$ cat config.mk
export PLATFORM = sky130hd
export DESIGN_NAME = dvs_isqrt
export DESIGN_NICKNAME = d
export VERILOG_FILES = /design/src/dvs_pkg.sv /design/src/dvs_isqrt.sv
export SDC_FILE = /design/constraint.sdc
export NUM_CORES = 2
export LEC_CHECK = 0
export ABC_AREA = 0
export BUFFER_PORTS_ARGS = -buffer_cell sky130_fd_sc_hd__buf_4
export CORE_MARGIN = 1
export CORE_UTILIZATION = 58
export CTS_CLUSTER_DIAMETER = 80
export DETAILED_ROUTE_END_ITERATION = 10
export PLACE_DENSITY_LB_ADDON = 0.12
export SYNTH_ARGS = -nofsm -noshare
export SYNTH_HDL_FRONTEND = slang
export SYNTH_MEMORY_MAX_BITS = 65536
export SYNTH_SLANG_ARGS = --single-unit
$ cat constraint.sdc
create_clock -name aclk -period 3.3 [get_ports aclk]
set_clock_uncertainty 0.05 [all_clocks]
set_input_delay 0.33 -clock aclk [delete_from_list [all_inputs] [get_ports aclk]]
set_output_delay 0.33 -clock aclk [all_outputs]
set_load 0.005 [all_outputs]
$ cat src/dvs_pkg.sv
`timescale 1ns / 1ps
package dvs_pkg;

    typedef struct packed {
        logic        [15:0] record_id;
        logic signed [31:0] axial_coef;
        logic signed [31:0] equatorial_cos_coef;
        logic signed [31:0] equatorial_sin_coef;
        logic               last_in;
    } dvs_in_t;

    typedef struct packed {
        logic        [15:0] record_out;
        logic        [31:0] magnitude;
        logic signed [23:0] tilt_angle;
        logic signed [23:0] longitude_angle;
        logic        [1:0]  status;
        logic               last_out;
    } dvs_out_t;

    localparam logic [1:0] ST_OK         = 2'd0;
    localparam logic [1:0] ST_LON_UNDEF  = 2'd1;
    localparam logic [1:0] ST_BOTH_UNDEF = 2'd2;

    // one root bit per step, 64-bit radicand
    localparam int ISQ_STEPS = 32;

    localparam logic signed [23:0] DEG90_Q16 = 24'sd5898240;
    localparam logic signed [31:0] DEG90_Q24 = 32'sd1509949440;

    // atan(2^-i) in degrees * 2^24, rounded to nearest
    function automatic logic signed [31:0] atan_entry(input int idx);
        logic signed [31:0] val;
        case (idx)
            0:       val = 32'sd754974720;
            1:       val = 32'sd445687602;
            2:       val = 32'sd235489088;
            3:       val = 32'sd119537938;
            4:       val = 32'sd60000934;
            5:       val = 32'sd30029717;
            6:       val = 32'sd15018523;
            7:       val = 32'sd7510720;
            8:       val = 32'sd3754917;
            9:       val = 32'sd1877466;
            10:      val = 32'sd938734;
            11:      val = 32'sd469367;
            12:      val = 32'sd234684;
            13:      val = 32'sd117342;
            14:      val = 32'sd58671;
            15:      val = 32'sd29335;
            16:      val = 32'sd14668;
            17:      val = 32'sd7334;
            18:      val = 32'sd3667;
            19:      val = 32'sd1833;
            20:      val = 32'sd917;
            21:      val = 32'sd458;
            22:      val = 32'sd229;
            23:      val = 32'sd115;
            24:      val = 32'sd57;
            25:      val = 32'sd29;
            26:      val = 32'sd14;
            27:      val = 32'sd7;
            28:      val = 32'sd4;
            29:      val = 32'sd2;
            30:      val = 32'sd1;
            default: val = 32'sd0;
        endcase
        return val;
    endfunction

endpackage

$ cat src/dvs_isqrt.sv
`timescale 1ns / 1ps
module dvs_isqrt (
    input  logic        aclk,
    input  logic        ce,
    input  logic [63:0] radicand,
    output logic [31:0] root
);
    import dvs_pkg::*;

    typedef struct packed {
        logic [63:0] rest;
        logic [35:0] rem;
        logic [31:0] root;
    } isq_stage_t;

    isq_stage_t stage_reg  [ISQ_STEPS];
    isq_stage_t stage_next [ISQ_STEPS];

    for (genvar k = 0; k < ISQ_STEPS; k++) begin : g_step
        isq_stage_t prev;
        logic [35:0] rem_sh;
        logic [35:0] trial;

        if (k == 0) begin : g_first
            assign prev = '{rest: radicand, rem: 36'd0, root: 32'd0};
        end else begin : g_rest
            assign prev = stage_reg[k-1];
        end

        always_comb begin
            rem_sh = {prev.rem[33:0], prev.rest[63:62]};
            trial  = {2'b00, prev.root, 2'b01};
            stage_next[k].rest = {prev.rest[61:0], 2'b00};
            if (rem_sh >= trial) begin
                stage_next[k].rem  = rem_sh - trial;
                stage_next[k].root = {prev.root[30:0], 1'b1};
            end else begin
                stage_next[k].rem  = rem_sh;
                stage_next[k].root = {prev.root[30:0], 1'b0};
            end
        end

        always_ff @(posedge aclk) begin
            if (ce) begin
                stage_reg[k] <= stage_next[k];
            end
        end
    end

    assign root = stage_reg[ISQ_STEPS-1].root;

endmodule

==> Word-level counts from Yosys, hierarchy flattened <==
Memories as Yosys holds them, arrays and structs flattened.
Index checks and enable logic that the tools add are counted.
{ "word_totals": {"reg_bits": 0, "mem_bits_rw": 4160, "input_bits": 66, "wordCells": 99, "mem_count": 1} }
{ "classes": {"n_addsub": 32, "n_lt_le_gt_ge": 32, "mux": 34} }
{ "mem_list": {"columns": ["memory", "depth", "word_bits", "rd", "rd_clocked_by_memory_dff", "wr", "line_no", "rtl"], "rows": [
  ["stage_reg", 32, 130, 32, 0, 32, "dvs_isqrt.sv:16", "isq_stage_t stage_reg [ISQ_STEPS];"]
]} }
{ "op_table": {"columns": ["cell", "n"], "rows": [
  ["68-bit two-way mux", 32],
  ["36-bit by 34-bit greater-or-equal comparator with 1-bit output", 31],
  ["36-bit by 34-bit subtractor with 36-bit output", 31],
  ["2-bit by 1-bit subtractor with 3-bit output (second input constant)", 1],
  ["2-bit by 1-bit greater-or-equal comparator with 1-bit output (second input constant)", 1],
  ["1-bit two-way mux", 2]
]} }

==> Longest topological paths before layout <==
An unclocked memory read counts as a cell.
{ "depth": {"depth_word": 3, "ltp_mapped": 15, "depth_no_buf": 12} }

==> Worst setup path after synthesis <==
Ideal clock, no wire load.
{ "synth_timing": {"kind": "register to register", "start": "memory stage_reg[1][310] in the netlist's numbering", "end": "memory stage_reg[1][453] in the netlist's numbering (data pin)", "setup_ps": 266, "arrival_time_ps": 3348, "required_time_ps": 2984, "slack_ps": -363, "path_stages_with_launch": 11, "path_buffers": 0, "period_less_slack_ps": 3663, "cell_sequence": "edfxtp_1 > ha_1 > or4_1 > or3_1 > or3_1 > or3_1 > a211o_1 > a21oi_1 > a221o_1 > nor3_1 > xor2_1"} }
{ "synth_rtl": {"columns": ["item", "line_no"], "rows": [
  ["start, declared", "dvs_isqrt.sv:16"]
]} }

==> metrics.md <==
| Metric | Value |
|---|---|
| Max reg flops | around 2500 |
| Cells after DPL | 12400 |
| Most common cell after layout, fill and taps aside | edfxtp_1 |
| Syn. warnings | 0 |
| Leading area contributor after synthesis | edfxtp_1 |
| First-pass iteration count of the detailed router | 9 |
| Failing checks | negative setup slack |
| Initial antenna violation count | 3 |
| Port Buf Inserts | 97 |
| Core ar. | roughly 200000 µm² |
| CTS Root Cell | clkbuf_16 |
| Fin cells | about 13000 |
| Initial Util | 0.586 |
| Drc violations | 0 |
| Area growth from synthesis to layout | 18.3% |
| Fraction of layout cells with a size suffix above 1 | 0.161 |
| Post-synthesis sequential area ratio | 0.644 |
| Synthesis-stage register bit count | approximately 2500 |
| Final ANT Viol Nets | 0 |
| Final setup vio count | 26 |
| Pleak | around 54 nW |
| Vias | 74600 |
| Tot GR Track Use | 0.248 |
| CP Max Fanout | 8 |
| Final Hold Vio Count | 0 |
| CTS tree | yes |
| Clock latency on the worst-skew pair | a little over 0.9 ns |
| Rows | 164 |
| RSZ-0062 raised after global routing | yes |
| Startpoint Class | flip-flop |
| Worst Min Path Start | radicand[34] |
| Max clock buf depth | 4 |
| Layout net count | around 11000 |
| CTS Sinks | ~2500 |
| Pwr per Cell Area | roughly 680 nW/µm² |
| Worst vdd ir | just over 0.6 mV |
| Dpl ws | -0.532 ns |
| First-pass GRT wire length | about 400000 µm |
| Avg Synthesized Cell Area | between 10 and 15 µm² |
| FF-to-FF Start | stage_reg[0][961]$_DFFE_PP_ |
| Maxcap violations | 0 |
| Fin crit period | ~3.5 ns |
| Wire length per cell | 19.8 µm |
| Cell repeated most along the worst path | or4_4 |
| Area of the die | 205000 µm² |
| Critical Path End Type | flip-flop |
| CP max-delay cell | or4_4 |
| Critical Path Max Stage Delay | approximately 0.57 ns |
| Main flop type after synthesis | edfxtp_1 |
| Number of distinct library cells after synthesis | just under 90 |
| Status | finished with violations |
| Critical-path cell list | or4_4, nor4b_4, or4b_4, or3_4, or4_4, o211ai_4, or2_4, nor2_1, xor2_1 |
| Top cell type's share of synthesized area | 0.644 |
| Mapped cell area | 118000 µm² |
| Kind of critical path | reg -> reg |
| Post-synth ARST share | 0 |
| Post-Synthesis Cells | between 9000 and 10000 |
| Final Worst Setup Slack | -0.173 ns |
| Ranking of synthesized cells by area | edfxtp_1 64%, ha_1 6.0%, xnor2_1 3.2% |
| DP HPWL | 185000 µm |
| Slew margin rel. | 0.402 |
| GP Congestion | just over 0.9 |
| GRT overflow | 0 |
| Most frequent cells in the layout | 2523 x edfxtp_1, 814 x buf_4, 728 x inv_1 |
| CTS H-tree lvls | 5 |
| Worst hold path class | in -> reg |
| Clk pin slew, worst setup/hold paths | ~0.06 ns |
| Syn Nets | between 9000 and 10000 |
| Post-route clock period utilization | 1.05 |
| Initial DRC Count | around 5600 |
| Post-Route WL | around 260000 µm |
| Pin count of the biggest net entering global routing | ~120 |
| Die width | roughly 450 µm |
| Max Clk Rate | between 200 and 300 MHz |
| Critical path arrival | between 4 and 5 ns |
| Critical Path RT | 3.87 ns |
| Final Max Slew Viols | 0 |
| Total CTS buffers | 281 |
| Vias/cell | between 5 and 6 |
| Die height | 452 µm |
| Crit path launch | stage_reg[0][961]$_DFFE_PP_ |
| I/O pins | 98 |
| EDFF count, synth | about 2500 |
| Vias in the first global route | roughly 74000 |
| Pin slew with the least headroom to its limit | a little under 0.9 ns |
[synth_stat cells, types with 21 or more instances]
master,number
nor2_1,512
inv_1,730
or2_2,32
a2111oi_0,22
clkbuf_1,162
nor3_1,231
o31ai_1,57
nand2_1,679
and3_1,44
a21o_1,261
nand2b_1,107
o211ai_1,34
nand3_1,165
and4_1,21
ha_1,562
a21oi_1,542
a31oi_1,63
nor4_1,125
and2_1,23
xnor2_1,425
o21ai_0,509
or4_1,63
a211oi_1,39
o21a_1,96
edfxtp_1,2523
or3_1,107
o21bai_1,42
nand4_1,98
xor2_1,417
nor2b_1,72
nand3b_1,31
a21boi_0,25
mux2_2,62
[final timing paths]
kind                                                endpoint  slack [ns]  cells past startpoint
worst max-delay path            stage_reg[0][1093]$_DFFE_PP_       -0.17                      9
worst min-delay path             stage_reg[0][102]$_DFFE_PP_        0.09                      2
worst max register to register  stage_reg[0][1093]$_DFFE_PP_       -0.17                      9
worst min register to register   stage_reg[1][774]$_DFFE_PP_        0.34                      0
[report_power, final]
part	internal (mW)	total, mW	switching (mW)
combinational	9.61	21.6	12.0
clock	18.0	30.2	12.2
sequential	40.5	43.3	2.74
total	68.1	95.0	26.9
[cells by family after synthesis]
| group | synth area share |
|---|---|
| flip-flops | 0.644 |
| adder cells (fa/ha/maj) | 0.0598 |
| XOR/XNOR | 0.0627 |
| multiplexers | 0.00729 |
| AND/OR/NAND/NOR | 0.0985 |
| AO/OA/AOI/OAI | 0.0987 |
| other | 0.0000319 |
| buffers and inverters | 0.0292 |
[routing by layer]
layer | vias to the layer above | share of wire | global-route usage
met5 | - | 0.000097 | 0
met4 | 4 | 0.039 | 0.0925
met3 | 585 | 0.038 | 0.0296
met2 | 1763 | 0.51 | 0.441
met1 | 36200 | 0.42 | 0.312
li1 | 36100 | - | -
[worst max-delay path: cells and delay by family (launching register included)]
kind / cells / cell delay [ns]
flip-flops: 1 / 0.40
AO/OA/AOI/OAI: 1 / 0.21
XOR/XNOR: 1 / 0.14
AND/OR/NAND/NOR: 7 / 2.42
[metrics by stage]
step	hold slack, ns	utilization	TNS [ns]	area, µm²	total power, mW
final	0.0945	0.694	-2.44	139000	95.0
after global routing	0.0494	0.694	-7.53	139000	99.4
after CTS	0.0227	0.684	-1.94	137000	94.9
after detailed placement	0.355	0.635	-17.32	127000	64.2
after global placement	0.350	0.635	-18.23	127000	63.9
after floorplan	0.350	-	-2.49	118000	56.2
[final cells by class]
cell class	instances	area [µm²]
multi-input cells	5713	40200
fillers	13900	61500
inverters	732	2750
clock buffers	328	7360
well taps	2656	3320
flip-flops and latches	2523	75800
repair buffers	967	8300
clock inverters	153	1480
diodes	1	2.50
[timing repair]
action                     4_1_cts  5_1_grt
setup buffers                   17       52
gates cloned                     1       12
setup endpoints to repair      206      524
hold endpoints to repair       104        0
resized for setup               85      294
pin swaps                       26       78
hold buffers                    66        0
Note: power is estimated with default switching activity, not from simulation.
